`src/rtl/cwc_pkg.sv`:
```
`timescale 1ns / 1ps
// ----------------------------------------------------------------------------
// cwc_pkg: shared types and constants for congestion window control
// Event codes, reset values and the packed result word.
// ----------------------------------------------------------------------------
package cwc_pkg;

  // Event kinds carried on the input stream.
  typedef enum logic [1:0] {
    OpAck  = 2'd0,
    OpLoss = 2'd1,
    OpRtt  = 2'd2,
    OpNone = 2'd3
  } op_e;

  localparam int unsigned FieldBits = 16;

  // Reset values of the state.
  localparam logic [FieldBits-1:0] InitWindow    = 16'd10;
  localparam logic [FieldBits-1:0] InitThreshold = 16'hFFFF;
  localparam logic [FieldBits-1:0] InitRtt       = 16'd100;
  localparam logic [FieldBits-1:0] InitMinWindow = 16'd2;

  // One result word, as reported after each event.
  typedef struct packed {
    logic                 in_slow_start;
    logic [FieldBits-1:0] smoothed_rtt;
    logic [FieldBits-1:0] slow_start_threshold;
    logic [FieldBits-1:0] window;
  } result_t;

endpackage

```
`src/rtl/congestion_window_control_top.sv`:
```
`timescale 1ns / 1ps
// ----------------------------------------------------------------------------
// congestion_window_control_top: Reno-style congestion window control
// Keeps window, slow start threshold, ack counter and smoothed RTT, updated
// by one event word at a time.
// ----------------------------------------------------------------------------
// Usage:
//   The input stream carries one event per word: tuser holds the event kind
//   (ack, loss, RTT sample, or an unused code that changes nothing) and
//   tdata the RTT sample. Each accepted word yields exactly one result word
//   with the window, threshold, smoothed RTT and slow start flag after that
//   event.
//   The minimum window register is written through cfg_we_i / cfg_wdata_i;
//   the user must do so only while no event is in flight, unchecked by the block.
//   Flow: an accepted word waits in the input register, is updated from there
//   combinationally, and its result is registered in the result register
//   once that slot is free or drains.
//   Throughput: one event per cycle while the receiver holds tready high. The
//   state registers close a loop through a single compare-and-add stage, so
//   back-to-back events chain without gaps.
//   Stall: when the receiver holds tready low, the result register keeps
//   its word and state does not move; the input register still takes one
//   more word, then tready to the sender drops until the result drains.
//   Reset: window 10, threshold 65535 (saturated to the window width), ack
//   counter 0, smoothed RTT 100, minimum window 2; both stages empty.
// ----------------------------------------------------------------------------
module congestion_window_control_top #(
  parameter int unsigned WindowBits = 16
) (
  input  logic        clk_i,
  input  logic        rst_ni,
  // Minimum window register.
  input  logic        cfg_we_i,
  input  logic [15:0] cfg_wdata_i,
  // Event stream.
  input  logic        s_axis_tvalid,
  output logic        s_axis_tready,
  input  logic [15:0] s_axis_tdata,   // [15:0] rtt_sample
  input  logic [1:0]  s_axis_tuser,   // [1:0] opcode
  // Result stream.
  output logic        m_axis_tvalid,
  input  logic        m_axis_tready,
  output logic [55:0] m_axis_tdata    // [15:0] window, [31:16] slow_start_threshold,
                                      // [47:32] smoothed_rtt, [48] in_slow_start, rest 0
);

  localparam logic [WindowBits-1:0] InitWin = WindowBits'(cwc_pkg::InitWindow);
  localparam logic [WindowBits-1:0] InitThr =
    (WindowBits >= 16) ? WindowBits'(cwc_pkg::InitThreshold) : '1;

  logic                  in_valid_q, in_valid_d;
  cwc_pkg::op_e          op_q;
  logic [15:0]           sample_q;
  logic                  out_valid_q, out_valid_d;
  cwc_pkg::result_t      result_q;
  logic [15:0]           min_window_q;
  logic [WindowBits-1:0] cwnd_q, cwnd_d;
  logic [WindowBits-1:0] thresh_q, thresh_d;
  logic [WindowBits-1:0] ack_q, ack_d;
  logic [15:0]           rtt_q, rtt_d;
  cwc_pkg::result_t      result_d;
  logic                  advance;
  logic                  fire;
  logic                  s_accept;

  // Handshake: the update stage fires when the result slot is free or drains.
  assign advance       = !out_valid_q || m_axis_tready;
  assign fire          = in_valid_q && advance;
  assign s_axis_tready = !in_valid_q || advance;
  assign s_accept      = s_axis_tvalid && s_axis_tready;

  assign in_valid_d  = s_axis_tready ? s_axis_tvalid : in_valid_q;
  assign out_valid_d = advance ? in_valid_q : out_valid_q;

  // Input register.
  always_ff @(posedge clk_i or negedge rst_ni) begin
    if (!rst_ni) begin
      in_valid_q <= 1'b0;
    end else begin
      in_valid_q <= in_valid_d;
    end
  end

  always_ff @(posedge clk_i) begin
    if (s_accept) begin
      op_q     <= cwc_pkg::op_e'(s_axis_tuser);
      sample_q <= s_axis_tdata;
    end
  end

  // Next-state logic for the registered event.
  cwc_update #(
    .WindowBits (WindowBits)
  ) u_update (
    .op_i         (op_q),
    .rtt_sample_i (sample_q),
    .min_window_i (min_window_q),
    .cwnd_i       (cwnd_q),
    .thresh_i     (thresh_q),
    .ack_count_i  (ack_q),
    .rtt_avg_i    (rtt_q),
    .cwnd_o       (cwnd_d),
    .thresh_o     (thresh_d),
    .ack_count_o  (ack_d),
    .rtt_avg_o    (rtt_d),
    .result_o     (result_d)
  );

  // Control state and configuration.
  always_ff @(posedge clk_i or negedge rst_ni) begin
    if (!rst_ni) begin
      out_valid_q  <= 1'b0;
      min_window_q <= cwc_pkg::InitMinWindow;
      cwnd_q       <= InitWin;
      thresh_q     <= InitThr;
      ack_q        <= '0;
      rtt_q        <= cwc_pkg::InitRtt;
    end else begin
      out_valid_q <= out_valid_d;
      if (cfg_we_i) begin
        min_window_q <= cfg_wdata_i;
      end
      if (fire) begin
        cwnd_q   <= cwnd_d;
        thresh_q <= thresh_d;
        ack_q    <= ack_d;
        rtt_q    <= rtt_d;
      end
    end
  end

  // Result register.
  always_ff @(posedge clk_i) begin
    if (fire) begin
      result_q <= result_d;
    end
  end

  assign m_axis_tvalid = out_valid_q;
  assign m_axis_tdata  = {7'b0, result_q};

`ifndef SYNTHESIS
  // State must not move while a finished word is held by the receiver.
  a_state_hold: assert property (@(posedge clk_i) disable iff (!rst_ni)
    (m_axis_tvalid && !m_axis_tready) |=> ($stable(cwnd_q) && $stable(ack_q) && $stable(rtt_q)))
    else $error("state changed while result stalled");

  // A processed loss event drops the window to the configured floor.
  a_loss_floor: assert property (@(posedge clk_i) disable iff (!rst_ni)
    (fire && op_q == cwc_pkg::OpLoss) |=> (cwnd_q <= WindowBits'($past(min_window_q))))
    else $error("loss did not set window to floor");

  // A processed event always produces a result word in the next cycle.
  a_fire_result: assert property (@(posedge clk_i) disable iff (!rst_ni)
    fire |=> m_axis_tvalid)
    else $error("processed event produced no result");
`endif

endmodule

```
`src/rtl/cwc_update.sv`:
```
`timescale 1ns / 1ps
// ----------------------------------------------------------------------------
// cwc_update: next-state logic for one event
// Computes the new window, threshold, ack counter and smoothed RTT from the
// current state and one registered event, and forms the result word.
// ----------------------------------------------------------------------------
module cwc_update #(
  parameter int unsigned WindowBits = 16
) (
  input  cwc_pkg::op_e            op_i,
  input  logic [15:0]             rtt_sample_i,
  input  logic [15:0]             min_window_i,
  input  logic [WindowBits-1:0]   cwnd_i,
  input  logic [WindowBits-1:0]   thresh_i,
  input  logic [WindowBits-1:0]   ack_count_i,
  input  logic [15:0]             rtt_avg_i,
  output logic [WindowBits-1:0]   cwnd_o,
  output logic [WindowBits-1:0]   thresh_o,
  output logic [WindowBits-1:0]   ack_count_o,
  output logic [15:0]             rtt_avg_o,
  output cwc_pkg::result_t        result_o
);

  logic [WindowBits-1:0] floor_w;
  logic [WindowBits-1:0] grown;
  logic [WindowBits-1:0] half;
  logic [WindowBits:0]   ack_next;
  logic [18:0]           rtt_x7;
  logic [19:0]           rtt_sum;
  logic [15:0]           cwnd_lo;
  logic [15:0]           thresh_lo;

  // Minimum window saturated to the window width.
  if (WindowBits >= 16) begin : g_floor_wide
    assign floor_w = WindowBits'(min_window_i);
  end else begin : g_floor_narrow
    assign floor_w = (|min_window_i[15:WindowBits]) ? '1 : min_window_i[WindowBits-1:0];
  end

  // Saturating increment, halving and the counter step.
  assign grown    = (&cwnd_i) ? cwnd_i : cwnd_i + 1'b1;
  assign half     = cwnd_i >> 1;
  assign ack_next = {1'b0, ack_count_i} + 1'b1;

  // Smoothed RTT: (7 * old + sample) / 8, low 16 bits kept.
  assign rtt_x7  = {rtt_avg_i, 3'b000} - {3'b000, rtt_avg_i};
  assign rtt_sum = {1'b0, rtt_x7} + {4'b0000, rtt_sample_i};

  // State update per event kind.
  always_comb begin
    cwnd_o      = cwnd_i;
    thresh_o    = thresh_i;
    ack_count_o = ack_count_i;
    rtt_avg_o   = rtt_avg_i;
    unique case (op_i)
      cwc_pkg::OpAck: begin
        if (cwnd_i < thresh_i) begin
          cwnd_o = grown;
        end else if (ack_next >= {1'b0, cwnd_i}) begin
          cwnd_o      = grown;
          ack_count_o = '0;
        end else begin
          ack_count_o = ack_next[WindowBits-1:0];
        end
      end
      cwc_pkg::OpLoss: begin
        thresh_o = (half > floor_w) ? half : floor_w;
        cwnd_o   = floor_w;
      end
      cwc_pkg::OpRtt: begin
        rtt_avg_o = rtt_sum[18:3];
      end
      cwc_pkg::OpNone: begin
        rtt_avg_o = rtt_avg_i;
      end
      default: begin
        rtt_avg_o = rtt_avg_i;
      end
    endcase
  end

  // Window-width values fitted to 16 bits for the result (low bits kept, or zero-extended).
  if (WindowBits >= 16) begin : g_out_wide
    assign cwnd_lo   = cwnd_o[15:0];
    assign thresh_lo = thresh_o[15:0];
  end else begin : g_out_narrow
    assign cwnd_lo   = {{(16-WindowBits){1'b0}}, cwnd_o};
    assign thresh_lo = {{(16-WindowBits){1'b0}}, thresh_o};
  end

  always_comb begin
    result_o.window               = cwnd_lo;
    result_o.slow_start_threshold = thresh_lo;
    result_o.smoothed_rtt         = rtt_avg_o;
    result_o.in_slow_start        = (cwnd_o < thresh_o);
  end

endmodule
```
`config.mk`:
```
export PLATFORM = sky130hd
export DESIGN_NAME = congestion_window_control_top
export DESIGN_NICKNAME = d
export VERILOG_FILES = /design/src/rtl/cwc_pkg.sv /design/src/rtl/congestion_window_control_top.sv /design/src/rtl/cwc_update.sv
export SDC_FILE = /design/constraint.sdc
export NUM_CORES = 1
export LEC_CHECK = 0
export BUFFER_PORTS_ARGS = -buffer_cell sky130_fd_sc_hd__buf_2
export CORE_MARGIN = 2
export CORE_UTILIZATION = 62
export CTS_BUF_LIST = sky130_fd_sc_hd__clkbuf_4 sky130_fd_sc_hd__clkbuf_8
export CTS_CLUSTER_DIAMETER = 80
export DETAILED_ROUTE_END_ITERATION = 16
export HOLD_SLACK_MARGIN = 0.03
export PLACE_DENSITY = 0.91
export SLEW_MARGIN = 10
export SYNTH_ARGS = -nofsm -noshare
export SYNTH_HDL_FRONTEND = slang
export SYNTH_HIERARCHICAL = 1
export SYNTH_SLANG_ARGS = --single-unit
```
`constraint.sdc`:
```
create_clock -name clk_i -period 6.3 [get_ports clk_i]
set_input_delay 0 -clock clk_i [delete_from_list [all_inputs] [get_ports clk_i]]
set_output_delay 0 -clock clk_i [all_outputs]
set_load 0.05 [all_outputs]
```
# Yosys cells after proc, flatten, opt, wreduce, memory -nomap -nowiden
# Cells that the tools add are included.
# op_classes
n_addsub,4
magnitude_cmp,4
n_eq_ne,2
n_mux,8
n_bitwise,1
reduce_logical,9
# ops
op,n
two-way mux 16 bit,7
< comparator 16 bit,2
case mux 16 bit (2 select lines),1
adder 19 x 16 -> 19 bit,1
subtractor 19 x 16 -> 19 bit,1
"adder 16 x 1 -> 17 bit, second input constant",1
greater-or-equal comparator 17 x 16 -> 1 bit,1
"adder 16 x 1 -> 16 bit, second input constant",1
> comparator 15 x 16 -> 1 bit,1
AND reduction 16 bit,1
AND reduction 3 bit,1
"equality test 2 x 1 -> 1 bit, second input constant",1
"equality test 2 bit, second input constant",1
logical AND 1 bit,2
logical NOT 1 bit,2
logical NOT 2 bit,1
logical OR 1 bit,2
NOT 1 bit,1
# word_totals
register_bits,149
inputBits,39
output_inout_bits,58
wordCells,41

# Logic depth before layout (Yosys ltp)
# Gate-level depths: netlist of run 1.
# logic_depth
word_depth,6
mapped_depth,27
mapped_depth_nobuf,25

# Modules after synthesis
# The synthesis of run 1 kept the hierarchy.
# by_module_without_submodules
module,instances,cells_per_inst,area_each_um2,seq_area_each_um2
congestion_window_control_top,1,253,5380.2,4091.4
cwc_update,1,706,4724.5,0.0

# Worst setup path after synthesis of run 1
# OpenSTA, ideal clock, no wires.
# synth_path
kind,reg-to-reg
start,register ack_q[2]
end,"register result_q, in the netlist m_axis_tdata[48] (data pin)"
setup_time_ps,152
arrival_ps,4701
required_time_ps,6148
slack_ps,1446
path_stages_with_launch,26
n_path_buf,1
synth_period_minus_slack_ps,4854
cell_sequence,dfrtp_1 > and3_1 > and3_1 > and3_1 > clkbuf_1 > nand3_1 > nor2_1 > nand3_1 > xnor2_1 > ha_1 > nand3_1 > a21oi_1 > o21ai_0 > a31o_2 > nand3_4 > nand3_2 > o311ai_0 > ha_1 > a21oi_1 > nor2b_1 > o21ai_0 > nand2b_1 > a211oi_1 > o21ai_0 > a2111o_1 > o21ai_0
# synth_lines
item,line,source
from (decl),congestion_window_control_top.sv:59,"logic [WindowBits-1:0] ack_q, ack_d;"
from (signal assigned),congestion_window_control_top.sv:126,ack_q <= ack_d;
to (signal assigned),congestion_window_control_top.sv:135,result_q <= result_d;
to (decl),congestion_window_control_top.sv:55,cwc_pkg::result_t result_q;

==> results of run 1 <==
worst max-delay path by stage:
stage / end / cells past startpoint
after floorplan: m_axis_tdata[48] / 25
after global placement: m_axis_tdata[48] / 24
after detailed placement: m_axis_tdata[48] / 24
after CTS: m_axis_tdata[48] / 24
after global routing: m_axis_tdata[48] / 24
final: m_axis_tdata[48] / 24
critical path: cells and delay by family, from the launching register on:
family,cells,cell delay [ps]
compound gates,10,2390
xor+xnor,1,170
fa+ha+maj,2,690
flops,1,460
simple gates,11,1980
synthesized netlist by cell type, drive strengths merged, types with 2 or more instances:
master,n,share of area
a2111o,2,0.0022
o22ai,7,0.0043
inv,107,0.040
or4,4,0.0030
or3,3,0.0019
nand2b,7,0.0058
a211o,2,0.0017
edfxtp,67,0.20
nand2,61,0.024
a211oi,5,0.0037
a21boi,2,0.0015
and2,3,0.0019
a22oi,3,0.0022
nor2,42,0.016
and3,15,0.0093
o21bai,4,0.0030
dfstp,22,0.057
mux2i,3,0.0030
o311ai,5,0.0043
nor3,10,0.0054
mux2,80,0.11
a311oi,4,0.0035
clkbuf,16,0.0059
buf,71,0.054
ha,81,0.10
o31ai,6,0.0045
nand3,29,0.017
o211ai,7,0.0052
a21o,6,0.0045
xnor2,16,0.014
xor2,16,0.014
o21a,20,0.015
nand4,16,0.0099
a21oi,45,0.022
nor2b,8,0.0050
a22o,6,0.0052
and4,2,0.0017
a2111oi,2,0.0024
nor4b,2,0.0017
fa,13,0.026
dfrtp,60,0.15
a31oi,7,0.0043
o21ai,57,0.028
registers in the layout, summed over array words and instances, names as in the netlist:
register and cells:
ack_q 16, cwnd_q 16, in_valid_q 1, m_axis_tdata 49, m_axis_tvalid 1, min_window_q 16
op_q 2, rtt_q 16, sample_q 16, thresh_q 16
cells by family after synthesis:
family	share of synthesized area
AND/OR/NAND/NOR	0.104
AO/OA/AOI/OAI	0.127
buffers and inverters	0.100
flip-flops	0.405
adder cells (fa/ha/maj)	0.126
multiplexers	0.110
XOR/XNOR	0.0277
other	0.000371
timing repair:
action / in CTS / in global routing
hold endpoints to repair: 74 / 0
endpoints found under the setup margin: 0 / 0
hold buffers: 38 / 0
per-layer routing:
layer,GRT usage,share of wire,wire (um),vias to the layer above
met3,0.0548,0.071,1650,81
met5,0,0,0,-
met1,0.339,0.39,9120,3529
met4,0.114,0.033,765,0
li1,-,-,-,3488
met2,0.478,0.50,11700,396
per-stage QoR:
stage	total power [mW]	instances	cell area (um^2)	setup WS [ps]
4_1_cts	5.35	1259	11000	673
2_1_floorplan	4.20	965	10100	1450
3_3_place_gp	4.49	1189	10300	1070
6_report	5.42	1259	11000	472
5_1_grt	5.81	1259	11000	159
3_5_place_dp	4.62	1189	10300	681
report_power, final:
part	internal (mW)	switching, mW
combinational	1.22	1.79
sequential	1.40	0.319
clock	0.311	0.381
cell type report:
class                      count  area [um^2]  share of cell area
multi-input combinational    621         5030               0.456
sequential                   149         4090               0.371
timing repair buffer         133          873              0.0791
inverter                     108          405              0.0367
tap                          216          270              0.0245
clock buffer                  17          234              0.0212
clock inverter                15          134              0.0121
layout by cell type (no fill, tap or decap), drive strengths merged, types with 4 or more instances in the layout:
cell type      n
or4            4
nor3          10
clkinv        10
conb           7
a31oi          7
mux2          80
dlygate4sd3   38
a311oi         4
o21bai         4
xor2          16
a22o           6
a211oi         5
o22ai          7
and3          15
o311ai         5
clkinvlp       4
o31ai          6
a21oi         45
o21ai         57
dfrtp         60
inv          108
nand4         16
buf           95
nor2b          8
nor2          42
dfstp         22
a21o           6
fa            13
o21a          20
ha            81
o211ai         7
nand2         61
xnor2         16
nand2b         7
edfxtp        67
nand3         29
clkbuf        17
==> results.txt, run 1 <==
----------------------------------------------------
[Synth]
  Yosys Warn Count ... 6
  Mean post-synth cell area ... ~11 um^2
  Async set-or-reset flop fraction in the synthesized netlist ... 0.550
  Dominant register cell in the synthesized netlist ... edfxtp_1
  Distinct cell type count after synthesis ... 71
  Summed instance area of the synthesized netlist ... 10100 um^2
  Part of the Yosys area used for sequential elements ... 0.405
  Gate count after technology mapping ... around 960
  Number of flops mapped to enable cells by yosys ... 67
  Number of storage elements in the synthesis netlist ... 149

[Placed design]
  Port buffer count ... 89
  Weighted congestion reported at the end of routability-driven placement ... around 0.95
  Detailed-placement wirelength estimate ... 15700 um

[Routing]
  Residual DRC ... 0
  Number of routed nets with antenna violations ... 0
  DR vias/cell ... roughly 6.0
  Per-cell routed wire length ... 18.5 um
  Total vias in the final route ... 7494
  Total wirelength of the detailed-routed design ... 23200 um
  Initial drt markers ... 738
  Pre-Repair DR Iteration Count ... 6

[Layout]
  Post-layout utilization of the core ... 0.695
  Filler cell count ... 1174
  Area added between synthesis and finish ... 9.27%
  Diodes inserted ... 0
  Final nets ... 1163
  Fraction of final layout cells sized beyond drive strength 1 ... 0.216

[Clocking]
  Max clock buf depth ... 2
  Clk sink count ... 149
  PostCTS Resize Cnt ... 0
  Root Buffer Master ... clkbuf_8
  Setup fix buffers added after clock tree synthesis ... 0
  Clock latency of the later-clocked register in the worst-skew pair ... 470 ps
  Total CTS buffers ... 17
  CTS tree ... built
  Clock-pin transition on the worst setup and hold timing paths ... about 80 ps
  H-Tree Depth ... 4

[Worst setup path]
  Slack of the worst reg-to-reg path ... 470 ps
  Peak fanout along the critical path ... 15
  Stage delay of the slowest cell on the critical path ... 630 ps
  CP cell instances ... and3_1 > and3_1 > and3_1 > nand3_1 > nor2_1 > nand3_1 > xnor2_1 > ha_1 > nand3_1 > a21oi_1 > o21ai_0 > a31o_2 > nand3_4 > nand3_2 > o311ai_0 > ha_1 > a21oi_1 > nor2b_1 > o21ai_0 > nand2b_1 > a211oi_1 > o21ai_0 > a2111o_1 > o21ai_0
  Worst reg2reg path endpoint ... m_axis_tdata[48]
  Critical register-to-register path startpoint ... ack_q[2]
  Critical setup path kind ... flop to flop
  Element type at the critical path end ... flop
  Worst reg2reg path depth ... 24
  Crit start category ... flop
  Max stage delay cell, worst path ... o311ai_0
  Critical path startpoint ... ack_q[2]
  Cell occurring most often along the worst timing path ... o21ai_0
  Data required, critical path ... 6610 ps
  Data arrival, critical path ... 6140 ps

[Floorplanning]
  X dimension of the die ... 132 um
  Die H ... 132 um
  Initial Util ... 0.636
  Placeable core region ... about 16000 um^2
  Placement Rows ... between 40 and 50
  Top-level I/O count ... 97
  Die area ... 17300 um^2

[STA]
  Worst rel slew slack ... 0.395
  Hold Vio Cnt, Final ... 0
  Max Clock Freq ... 172 MHz
  Post-route minimum period ... roughly 5800 ps
  Transition time at the pin with the least slew margin ... 906 ps
  Unrepaired setup endpoints after global routing ... no
  Count of pins over their slew limit ... 0
  Setup TNS ... 0 ps
  Post-Route Skew ... 13.8 ps
  Count of final setup violators ... 0
  Final Cycle Share ... 0.925
  Final hold slack ... about 55 ps

[Pwr]
  PwrDens ... 490 nW/um^2
  Leak Pwr ... 5.10 nW
  Max rail drop VDD ... 301 uV

[Run status]
  Status ... finished, final reports clean

[GRT]
  First-pass GRT wire length ... 38000 um
  Number of antenna violations at the first check in global routing ... 0
  Total overflow reported by the global router ... 0
  All-layer global routing usage ... 0.276
  Maximum number of pins on one net before global-route repair ... 50
  Number of global-route vias before repair ... 7594

[Flow run]
  Max-capacitance violation count ... 0

[Hold path]
  Worst min path class ... input pin to async pin

----------------------------------------------------
Note: power is estimated with default switching activity, not from simulation.
==> run 2, diff against run 1 <==
--- a/config.mk
+++ b/config.mk
@@ -5,15 +5,14 @@
 export SDC_FILE = /design/constraint.sdc
 export NUM_CORES = 1
 export LEC_CHECK = 0
-export BUFFER_PORTS_ARGS = -buffer_cell sky130_fd_sc_hd__buf_2
 export CORE_MARGIN = 2
-export CORE_UTILIZATION = 62
+export CORE_UTILIZATION = 67
 export CTS_BUF_LIST = sky130_fd_sc_hd__clkbuf_4 sky130_fd_sc_hd__clkbuf_8
 export CTS_CLUSTER_DIAMETER = 80
 export DETAILED_ROUTE_END_ITERATION = 16
+export DONT_BUFFER_PORTS = 1
 export HOLD_SLACK_MARGIN = 0.03
 export PLACE_DENSITY = 0.91
-export SLEW_MARGIN = 10
 export SYNTH_ARGS = -nofsm -noshare
 export SYNTH_HDL_FRONTEND = slang
 export SYNTH_HIERARCHICAL = 1
==> constraint.sdc (replaced) <==
create_clock -name clk_i -period 6.3 [get_ports clk_i]
set_input_delay 0.315 -clock clk_i [delete_from_list [all_inputs] [get_ports clk_i]]
set_output_delay 0.315 -clock clk_i [all_outputs]
set_load 0.05 [all_outputs]
==> results.txt, run 2 (synthesis gave the netlist of run 1 again) <==
----------------------------------------------------
[Run status]
  Status ... finished, final reports clean

[GRT]
  All-layer global routing usage ... 0.297
  Number of global-route vias before repair ... 7204
  Number of antenna violations at the first check in global routing ... 0
  Total overflow reported by the global router ... 0
  First-pass GRT wire length ... 37300 um
  Maximum number of pins on one net before global-route repair ... between 80 and 90

[Layout]
  Diodes inserted ... 0
  Final nets ... between 1k and 1.5k
  Most common cell after layout, fill and taps aside ... inv_1
  Fraction of final layout cells sized beyond drive strength 1 ... 0.142
  Area added between synthesis and finish ... 6.64%
  Post-layout utilization of the core ... 0.736
  Number of flip-flops under the largest register name ... about 50
  Most frequent cells in the layout ... 106 x inv_1, 81 x ha_1, 67 x edfxtp_1, 60 x dfrtp_1, 59 x nand2_1

[Clocking]
  H-Tree Depth ... 4
  CTS tree ... built
  Root Buffer Master ... clkbuf_8
  Clk sink count ... 149
  Setup fix buffers added after clock tree synthesis ... 0
  Max clock buf depth ... 2
  Clock latency of the later-clocked register in the worst-skew pair ... 460 ps
  PostCTS Resize Cnt ... 0
  Total CTS buffers ... 17
  Clock-pin transition on the worst setup and hold timing paths ... 80 ps
  Number of buffers added to fix hold violations after cts ... 53

[Routing]
  Residual DRC ... 0
  Initial drt markers ... 768
  Total wirelength of the detailed-routed design ... 22900 um
  Per-cell routed wire length ... 19.9 um
  Number of routed nets with antenna violations ... 0
  DR vias/cell ... 6.31
  Total vias in the final route ... 7260
  Pre-Repair DR Iteration Count ... 5

[Pwr]
  Internal portion of total power ... 3.04 mW
  Leak Pwr ... 4.86 nW
  PwrDens ... 511 nW/um^2
  Max rail drop VDD ... 265 uV
  Share of total power in combinational logic ... 0.478
  Part of the power in the clock network ... 0.148
  Switching power share of the total ... 0.448
  Reported net switching power ... between 2 and 2.5 mW
  Part of the power in registers ... 0.375

[Worst setup path]
  Peak fanout along the critical path ... 15
  Data arrival, critical path ... 5910 ps
  Element type at the critical path end ... flop
  Crit start category ... flop
  WP buf/inv ... 0
  Critical setup path kind ... flop to flop
  Cell family contributing the most delay on the critical path ... compound AO/OA/AOI/OAI gates
  Max stage delay cell, worst path ... o311ai_0
  Stage delay of the slowest cell on the critical path ... 590 ps
  Data required, critical path ... around 6600 ps
  CP cell instances ... and3_1 > and3_1 > and3_1 > nand3_1 > nor2_1 > nand3_1 > xnor2_1 > ha_1 > nand3_1 > a21oi_1 > o21ai_0 > a31o_2 > nand3_4 > nand3_2 > o311ai_0 > ha_1 > a21oi_1 > nor2b_1 > o21ai_0 > nand2b_1 > a211oi_1 > o21ai_0 > a2111o_1 > o21ai_0
  Cell occurring most often along the worst timing path ... o21ai_0

[Placed design]
  Weighted congestion reported at the end of routability-driven placement ... 0.915
  Port buffer count ... 0
  Worst slack after detailed placement ... roughly 830 ps
  Detailed-placement wirelength estimate ... ~15000 um

[STA]
  Max Clock Freq ... 179 MHz
  Count of pins over their slew limit ... 0
  Post-route worst setup slack ... 698 ps
  Count of final setup violators ... 0
  Unrepaired setup endpoints after global routing ... no
  Transition time at the pin with the least slew margin ... 1020 ps
  Setup TNS ... 0 ps
  Worst rel slew slack ... 0.320
  Post-route minimum period ... 5600 ps
  Hold Vio Cnt, Final ... 0
  Final Cycle Share ... 0.889
  Post-Route Skew ... 11.4 ps

[Floorplanning]
  Initial Util ... 0.690
  X dimension of the die ... 127 um
  Top-level I/O count ... 97
  Placement Rows ... 44
  Die area ... 16100 um^2
  Die H ... around 130 um
  Placeable core region ... 14600 um^2

[Flow run]
  Max-capacitance violation count ... 0

[Hold path]
  Worst min path class ... input pin to flop

----------------------------------------------------
==> run 2: per-layer routing <==
| metal | track usage | share of wire | routed length, um |
|---|---|---|---|
| met1 | 0.372 | 0.39 | 8820 |
| met5 | 0 | 0 | 0 |
| met4 | 0.0911 | 0.021 | 490 |
| met3 | 0.0717 | 0.084 | 1930 |
| met2 | 0.513 | 0.51 | 11600 |
==> run 2: area by class of cell <==
type	count	area (um^2)
clock inverter	9	151
fill	974	3870
multi-input combinational	621	5030
clock buffer	23	285
timing repair buffer	57	578
sequential	149	4090
inverter	108	405
tap	184	230
==> run 2: worst register-to-register path: stages (launching register included) <==
cell and delay, ps:
dfrtp_1 460, and3_1 210, and3_1 230, and3_1 280, nand3_1 190, nor2_1 240, nand3_1 160, xnor2_1 160
ha_1 310, nand3_1 80, a21oi_1 110, o21ai_0 90, a31o_2 250, nand3_4 200, nand3_2 150, o311ai_0 590
ha_1 370, a21oi_1 160, nor2b_1 60, o21ai_0 140, nand2b_1 80, a211oi_1 240, o21ai_0 160, a2111o_1 360
o21ai_0 140
==> run 2: per-stage QoR <==
step	instance area [um^2]	std cells	power, mW	hold slack [ps]
global route	10800	1151	5.90	41.5
finish	10800	1151	5.51	61.4
floorplan	10100	965	4.20	19.4
global placement	9790	1066	4.41	21.9
detailed placement	9790	1066	4.55	22.0
CTS	10800	1151	5.44	44.6
==> run 2: path summary, 6_finish.rpt <==
kind,depth (start not counted),start,slack [ps],to
worst max-delay path,24,ack_q[2],700,m_axis_tdata[48]
worst min-delay path,2,m_axis_tready,60,m_axis_tvalid
worst max register to register,24,ack_q[2],700,m_axis_tdata[48]
worst min register to register,1,in_valid_q,550,m_axis_tvalid
max in group asynchronous,2,rst_ni,5510,min_window_q[1]
min in group asynchronous,2,rst_ni,410,rtt_q[1]
==> run 2: power by group through the flow <==
stage               logic [mW]  registers [mW]  clock network (mW)
global route              2.93            2.10               0.868
CTS                       2.56            2.05               0.819
floorplan                 2.27            1.94                   0
finish                    2.63            2.06               0.814
detailed placement        2.48            2.07                   0
global placement          2.36            2.06                   0
==> run 3, diff against run 2 <==
--- a/config.mk
+++ b/config.mk
@@ -5,6 +5,7 @@
 export SDC_FILE = /design/constraint.sdc
 export NUM_CORES = 1
 export LEC_CHECK = 0
+export ABC_AREA = 1
 export CORE_MARGIN = 2
 export CORE_UTILIZATION = 67
 export CTS_BUF_LIST = sky130_fd_sc_hd__clkbuf_4 sky130_fd_sc_hd__clkbuf_8
==> results.txt, run 3 <==
----------------------------------------------------
[GRT]
  All-layer global routing usage ... 0.311
  Number of antenna violations at the first check in global routing ... 0
  First-pass GRT wire length ... between 30000 and 40000 um
  Number of global-route vias before repair ... 8126
  Maximum number of pins on one net before global-route repair ... 83
  Total overflow reported by the global router ... 0

[Run status]
  Status ... finished, final reports clean

[Worst setup path]
  Max stage delay cell, worst path ... dfrtp_1
  WP buf/inv ... 4
  Data arrival, critical path ... 5210 ps
  Element type at the critical path end ... flop
  Peak fanout along the critical path ... 8
  Critical setup path kind ... flop to flop
  Cell family contributing the most delay on the critical path ... simple AND/OR/NAND/NOR gates
  Stage delay of the slowest cell on the critical path ... 440 ps
  Crit start category ... flop
  Data required, critical path ... approximately 6600 ps

[Clocking]
  Clock-pin transition on the worst setup and hold timing paths ... 90 ps
  Clk sink count ... around 150
  Max clock buf depth ... 2
  Setup fix buffers added after clock tree synthesis ... 0
  Total CTS buffers ... 17
  H-Tree Depth ... 4
  Clock latency of the later-clocked register in the worst-skew pair ... ~480 ps
  PostCTS Resize Cnt ... 0
  Number of buffers added to fix hold violations after cts ... 38
  CTS tree ... built
  Root Buffer Master ... clkbuf_8

[Floorplanning]
  Initial Util ... 0.679
  Die H ... 127 um
  X dimension of the die ... around 130 um
  Placeable core region ... between 15000 and 20000 um^2
  Die area ... approximately 16000 um^2
  Placement Rows ... between 40 and 50
  Top-level I/O count ... 97

[STA]
  Count of pins over their slew limit ... 0
  Worst rel slew slack ... 0.170
  Transition time at the pin with the least slew margin ... between 1000 and 1500 ps
  Post-Route Skew ... 15.3 ps
  Post-route minimum period ... ~5000 ps
  Max Clock Freq ... 205 MHz
  Count of final setup violators ... 0
  Unrepaired setup endpoints after global routing ... no
  Hold Vio Cnt, Final ... 0
  Setup TNS ... 0 ps
  Final hold slack ... 389 ps
  Final Cycle Share ... 0.776

[Layout]
  Final nets ... approximately 1.4k
  Diodes inserted ... 0
  Most common cell after layout, fill and taps aside ... nand2_1
  Filler cell count ... 1085
  Number of flip-flops under the largest register name ... 49
  Area added between synthesis and finish ... 4.61%
  Most frequent cells in the layout ... 283 x nand2_1, 204 x inv_1, 97 x nand3_1, 81 x ha_1, 67 x edfxtp_1
  Fraction of final layout cells sized beyond drive strength 1 ... 0.0858

[Routing]
  Met2 routed wirelength ... 11500 um
  Initial drt markers ... 1081
  Total vias in the final route ... 8574
  Met3 wire len ... 2410 um
  Number of routed nets with antenna violations ... 0
  Residual DRC ... 0
  Per-cell routed wire length ... about 17 um
  Uppermost signal routing layer after detailed routing ... met4
  Met1 wire length ... 10100 um
  Pre-Repair DR Iteration Count ... 6
  DR vias/cell ... around 6
  Total wirelength of the detailed-routed design ... approximately 25000 um

[Placed design]
  Port buffer count ... 0
  Detailed-placement wirelength estimate ... 16700 um
  Weighted congestion reported at the end of routability-driven placement ... ~0.95

[Synth]
  Yosys Warn Count ... 6
  Number of storage elements in the synthesis netlist ... 149
  Cell taking the most area after synthesis ... edfxtp_1
  List of most frequent post-synthesis cells ... 283 x nand2_1, 205 x inv_1, 97 x nand3_1, 81 x ha_1, 67 x edfxtp_1
  Gate count after technology mapping ... 1243
  Distinct cell type count after synthesis ... 55
  Leading cell type by number of instances after synthesis ... nand2_1
  Summed instance area of the synthesized netlist ... about 10000 um^2
  Synth top area share ... 0.197
  Dominant register cell in the synthesized netlist ... edfxtp_1
  Number of flops mapped to enable cells by yosys ... 67
  Mean post-synth cell area ... 8.21 um^2
  Async set-or-reset flop fraction in the synthesized netlist ... 0.550
  Part of the Yosys area used for sequential elements ... 0.401
  Synth top area cells ... edfxtp_1 20%, dfrtp_1 15%, nand2_1 10%, ha_1 9.9%, inv_1 7.5%

[Pwr]
  PwrDens ... 501 nW/um^2
  Max rail drop VDD ... 241 uV
  Leak Pwr ... 5.29 nW

[Hold path]
  Worst min path class ... input pin to async pin

[Flow run]
  Max-capacitance violation count ... 0

----------------------------------------------------
[run 3: final timing paths]
path / from / endpoint / cells past startpoint / slack (ps)
setup / recovery: ack_q[0] / m_axis_tdata[48] / 29 / 1410
hold / removal: rst_ni / cwnd_q[4] / 2 / 390
setup reg to reg: ack_q[0] / m_axis_tdata[48] / 29 / 1410
hold reg to reg: rtt_q[2] / rtt_q[2] / 2 / 460
max in group asynchronous: rst_ni / rtt_q[2] / 2 / 5490
min in group clk_i: s_axis_tdata[11] / sample_q[11] / 1 / 460
[run 3: kinds of logic after synthesis]
group / Yosys count / synth area share
adders and majority gates: 94 / 0.125
AOI/OAI and AO/OA: 164 / 0.0933
DFF: 149 / 0.401
xor gates and xnor gates: 28 / 0.0240
buffers and inverters: 304 / 0.139
and+or+nand+nor: 503 / 0.218
other: 1 / 0.000367
[run 3: through the flow]
step | utilization | power [mW] | setup WS [ps] | instance area, um^2 | instances
CTS | 0.710 | 5.24 | 1540 | 10700 | 1423
floorplan | - | 4.04 | 2240 | 10200 | 1249
finish | 0.710 | 5.35 | 1410 | 10700 | 1423
detailed placement | 0.658 | 4.45 | 1560 | 9900 | 1353
global route | 0.710 | 5.69 | 1020 | 10700 | 1423
global placement | 0.658 | 4.28 | 1870 | 9900 | 1353
[run 3: cell type report]
type                    instances  area, um^2  share of cell area
inverters                     214         806              0.0755
multi-input cells             796        4720               0.442
well taps                     188         235              0.0220
repair buffers                 44         443              0.0415
flip-flops and latches        149        4090               0.383
clock buffers                  21         283              0.0265
clock inverters                11        97.6             0.00914
[run 3: power by group]
part           switching [mW]  leakage (nW)  total [mW]  internal [mW]
logic                    1.76          3.45        2.68          0.918
registers               0.574          1.65        1.95           1.38
clock network           0.374         0.192       0.722          0.347
total                    2.71          5.29        5.35           2.65
[run 3: worst reg2reg max path, delay by kind of cell (launching register included)]
kind                       cells  cell delay [ps]
buffers and inverters          4              280
and+or+nand+nor               17             2350
adders and majority gates      2              590
DFF                            1              440
xor gates and xnor gates       1              210
AOI/OAI and AO/OA              5              850
[run 3: layer usage]
layer / GRT usage / up-vias
met1: 0.404 / 4005
met2: 0.487 / 539
met4: 0.151 / 0
met3: 0.0808 / 100
li1: - / 3930
met5: 0 / -
